File: src/rtl/qau_pkg.sv
// Shared types, codes and tables for the quaternion arithmetic unit.
package qau_pkg;

    localparam int FIELD_BITS    = 32;
    localparam int LANES         = 4;
    localparam int DEF_WORD_BITS = 32;
    localparam int DEF_FRAC_BITS = 16;
    localparam int QUEUE_DEPTH   = 4;

    localparam logic [2:0] CMD_ADD  = 3'd0;
    localparam logic [2:0] CMD_SUB  = 3'd1;
    localparam logic [2:0] CMD_MUL  = 3'd2;
    localparam logic [2:0] CMD_CONJ = 3'd3;
    localparam logic [2:0] CMD_NORM = 3'd4;
    localparam logic [2:0] CMD_INV  = 3'd5;

    typedef enum logic [2:0] {
        OP_ADD,
        OP_SUB,
        OP_MUL,
        OP_CONJ,
        OP_NORM,
        OP_INV,
        OP_NONE
    } t_op;

    typedef enum logic [2:0] {
        BK_IDLE,
        BK_EXEC,
        BK_MUL,
        BK_SQ,
        BK_ROOT,
        BK_DIV
    } t_back_state;

    typedef struct packed {
        t_op                                op;
        logic [LANES-1:0][FIELD_BITS-1:0]   a;
        logic [LANES-1:0][FIELD_BITS-1:0]   b;
    } t_item;

    typedef struct packed {
        logic full;
        logic empty;
    } t_q_stat;

    // Hamilton product: B lane feeding each A lane, per result component
    localparam logic [1:0] MUL_BSEL [LANES][LANES] = '{
        '{2'd0, 2'd1, 2'd2, 2'd3},
        '{2'd1, 2'd0, 2'd3, 2'd2},
        '{2'd2, 2'd3, 2'd0, 2'd1},
        '{2'd3, 2'd2, 2'd1, 2'd0}
    };

    // Hamilton product: bit i set when term i is subtracted
    localparam logic [LANES-1:0] MUL_NEG [LANES] = '{
        4'b1110, 4'b1000, 4'b0010, 4'b0100
    };

endpackage

File: src/rtl/qau_queue.sv
// Small register FIFO between the front end and the execution back end.
module qau_queue (
    input  logic              i_clk,
    input  logic              i_rst_n,
    input  logic              i_push,
    input  qau_pkg::t_item    i_item,
    input  logic              i_pop,
    output qau_pkg::t_item    o_head,
    output qau_pkg::t_q_stat  o_stat
);

    localparam int PTR_W = $clog2(qau_pkg::QUEUE_DEPTH);

    qau_pkg::t_item     r_mem [qau_pkg::QUEUE_DEPTH];
    logic [PTR_W-1:0]   r_wr;
    logic [PTR_W-1:0]   r_rd;
    logic [PTR_W:0]     r_count;
    logic [PTR_W-1:0]   n_wr;
    logic [PTR_W-1:0]   n_rd;
    logic [PTR_W:0]     n_count;

    always_comb begin
        n_wr    = i_push ? r_wr + PTR_W'(1) : r_wr;
        n_rd    = i_pop  ? r_rd + PTR_W'(1) : r_rd;
        n_count = r_count + (PTR_W+1)'(i_push) - (PTR_W+1)'(i_pop);
    end

    always_ff @(posedge i_clk) begin
        if (!i_rst_n) begin
            r_wr    <= '0;
            r_rd    <= '0;
            r_count <= '0;
        end else begin
            r_wr    <= n_wr;
            r_rd    <= n_rd;
            r_count <= n_count;
        end
    end

    always_ff @(posedge i_clk) begin
        if (i_push) begin
            r_mem[r_wr] <= i_item;
        end
    end

    assign o_head       = r_mem[r_rd];
    assign o_stat.full  = (r_count == (PTR_W+1)'(qau_pkg::QUEUE_DEPTH));
    assign o_stat.empty = (r_count == '0);

endmodule

File: config.mk
export PLATFORM = sky130hd
export DESIGN_NAME = qau_queue
export DESIGN_NICKNAME = d
export VERILOG_FILES = /design/src/rtl/qau_pkg.sv /design/src/rtl/qau_queue.sv
export SDC_FILE = /design/constraint.sdc
export NUM_CORES = 1
export LEC_CHECK = 0
export BUFFER_PORTS_ARGS = -buffer_cell sky130_fd_sc_hd__buf_2
export CAP_MARGIN = 25
export CORE_UTILIZATION = 45
export DETAILED_ROUTE_END_ITERATION = 16
export MAX_ROUTING_LAYER = met4
export PLACE_DENSITY = 0.68
export SLEW_MARGIN = 15
export SYNTH_ARGS = -nofsm -noshare
export SYNTH_HDL_FRONTEND = slang
export SYNTH_SLANG_ARGS = --single-unit
File: constraint.sdc
create_clock -name i_clk -period 14.9 [get_ports i_clk]
set_clock_uncertainty 0.1 [all_clocks]
set_input_delay 0.745 -clock i_clk [delete_from_list [all_inputs] [get_ports i_clk]]
set_output_delay 0.745 -clock i_clk [all_outputs]
set_load 0.1 [all_outputs]
==> results by group <==
Global route
  • Total GRT Usage: 0.179
  • Initial antenna violation count: 24
  • Vias in the first global route: 18100
  • M1 GR Usage: 0.215
  • Global-route wire length before repair: 111000 um
  • GRT overflow: 0
  • Met2 Usage GRT: 0.288
  • Largest net degree at the start of global routing: 70
  • GR peak layer: met2
  • Met3 usage: 0.0624

Final layout
  • Layout cell share with drive strength beyond 1: 0.458
  • Area Overhead vs Synth: 19.0%
  • Final net count: 2263
  • Fill cells: 6117

Die
  • Initial cell density of the core: 0.458
  • Die Y: 292 um
  • Die ar.: 85200 um2
  • Die X-Extent: 292 um
  • Core area: 82600 um2
  • Placement row count: 105
  • Io pins: 524

Power
  • Max IR drop VDD: 0.000121 V
  • Register share of total power: 0.473
  • Clock power frac: 0.345
  • Comb pwr share: 0.182
  • Pint: 5.09 mW
  • Lkg Pwr: 15.0 nW
  • Switching share of power: 0.297
  • Switching power: 2.15 mW
  • Pwr dens: 161 nW/um2

Clock tree
  • H-tree Lvls: 3
  • CTS Sinks: 1045
  • Inserted Clock Buffers: 104
  • Clk Tree Root Cell: clkbuf_16
  • Clock Path Buffers: 3
  • Hold_buf cts: 0
  • TritonCTS clock tree: yes
  • Clock latency on the worst-skew pair: 0.65 ns
  • CTS resizes: 0
  • Total setup buffers inserted after CTS: 0
  • Clock transition at path regs: 0.06 ns

Route
  • First DRT Iteration DRCs: 942
  • First-pass DRT Iterations: 7
  • Via-to-Cell Ratio: 5.29
  • Wire length per cell: 23.2 um
  • Final wirelength: 73800 um
  • Vias: 16800
  • Routed Antenna Nets: 0
  • Drt drc: 0

Synthesis
  • Mapped cell area: 37800 um2
  • Post-synth cell types: 19
  • Cells after Synth: 1396
  • Post-synthesis sequential area ratio: 0.827
  • Post-Syn Nets: 1666
  • Avg Inst Size Synth: 27.1 um2
  • Synthesized flop and latch total: 1045
  • Ys Warns: 0

Critical path
  • Data arrival, critical path: 4.95 ns
  • Worst Path Required: 14.06 ns
  • Max FO, Critical Path: 45
  • CP endpoint kind: output port
  • Startpoint types: register
  • Kind of critical path: register to output port

STA
  • Relative slew slack: 0.330
  • Fin. max-slew vios: 0
  • RSZ-0062 raised after global routing: false
  • Final cycle utilization of the critical path: 0.389
  • Setup TNS: 0 ns
  • Worst slew pin tran: 1.00 ns
  • Worst Slack Setup Final: 9.10 ns
  • Fin crit period: 5.80 ns
  • Final hold vios: 0
  • Setup violators final: 0
  • Peak Freq: 172 MHz

Placed design
  • Worst slack at placement: 9.56 ns
  • Routability cong.: 0.775
  • Detailed Place HPWL: 46000 um
  • Port Buffers: 523

Flow run
  • Max cap viols: 0

Run status
  • Status: finished clean

Min path
  • Worst min-delay path category: primary input to register
## power by group through the flow
stage | sequential [mW] | clock [mW] | combinational, mW
6_report | 3.42 | 2.50 | 1.32
5_1_grt | 3.43 | 2.66 | 1.36
4_1_cts | 3.42 | 2.56 | 1.33
3_5_place_dp | 3.49 | 0 | 1.33
3_3_place_gp | 3.48 | 0 | 1.32
2_1_floorplan | 3.50 | 0 | 1.09
## layout make-up
cell class	instances	area (um2)	area share
flip-flops and latches	1045	31300	0.695
multi-input cells	286	6080	0.135
repair buffers	549	2870	0.0637
clock buffers	136	2790	0.0619
well taps	1070	1340	0.0297
clock inverters	56	538	0.0120
diodes	29	72.6	0.00161
inverters	7	26.3	0.000584
## worst max-delay path: stages, from the launching register on
cell and delay [ns]:
dfxtp_4 0.83, buf_4 0.78, buf_4 0.80, buf_4 0.83, mux4_2 0.62, buf_2 0.31
## Yosys cell counts, drive strengths merged
cell / n / area [um2]
inv: 7 / 26.3
edfxtp: 1036 / 31100
mux4: 259 / 5830
a21bo: 1 / 10.0
xnor2: 2 / 17.5
clkbuf: 6 / 22.5
xor3: 1 / 23.8
mux2i: 1 / 10.0
a21oi: 1 / 5.00
nor2: 5 / 18.8
nand3b: 1 / 7.51
fa: 1 / 20.0
dfxtp: 9 / 180
nor3: 1 / 5.00
and2: 6 / 37.5
buf: 52 / 417
ha: 6 / 75.1
and3: 1 / 6.26
## cell usage in the layout, fill, tap and decap left out, types with 4 or more instances in the layout
cell type,Yosys,final
edfxtp_1,1036,1036
buf_2,27,523
mux4_2,259,259
clkbuf_16,0,107
diode_2,0,29
clkbuf_1,6,29
clkinv_1,0,25
buf_4,0,23
clkinv_2,0,16
inv_1,7,7
bufinv_16,0,7
dfxtp_1,9,7
ha_1,6,6
nor2_1,5,5
and2_4,0,4
clkinv_16,0,4
## per-stage QoR
step / total power [mW] / util / instance area, um2 / instances / hold WS [ns]
after floorplan: 4.59 / - / 37800 / 1396 / 0.399
after global placement: 4.79 / 0.503 / 41500 / 2954 / 0.410
after detailed placement: 4.81 / 0.503 / 41600 / 2956 / 0.435
after CTS: 7.31 / 0.543 / 44900 / 3148 / 0.139
after global routing: 7.46 / 0.544 / 45000 / 3173 / 0.153
final: 7.24 / 0.545 / 45000 / 3178 / 0.195
## final timing paths
kind	start	to	slack [ns]	depth (start not counted)
min	i_item[92]	r_mem[0][92]$_DFFE_PP_	0.20	1
max reg2reg	r_wr[0]$_SDFFE_PN0P_	r_mem[1][78]$_DFFE_PP_	11.28	5
min reg2reg	r_rd[0]$_SDFFE_PN0P_	register	0.45	2
max	register	o_head[80]	9.10	5
## registers in the layout (all words and copies together) (netlist names), named ones only
name,count
r_count,3
r_rd,2
r_mem,1036
r_wr,2
## cell families after synthesis
kind of cell,Yosys count,synth area share
flops,1045,0.827
mux,260,0.154
buf+inv,65,0.0123
simple gates,14,0.00198
fa+ha+maj,7,0.00251
xor+xnor,3,0.00109
compound gates,2,0.000397
## layer usage
| layer | wire (um) | up-vias |
|---|---|---|
| met2 | 37400 | 535 |
| met4 | 1350 | 0 |
| met5 | 0 | - |
| met3 | 6600 | 101 |
| li1 | - | 7338 |
| met1 | 28500 | 8846 |
(Power assumes the default switching activity.)
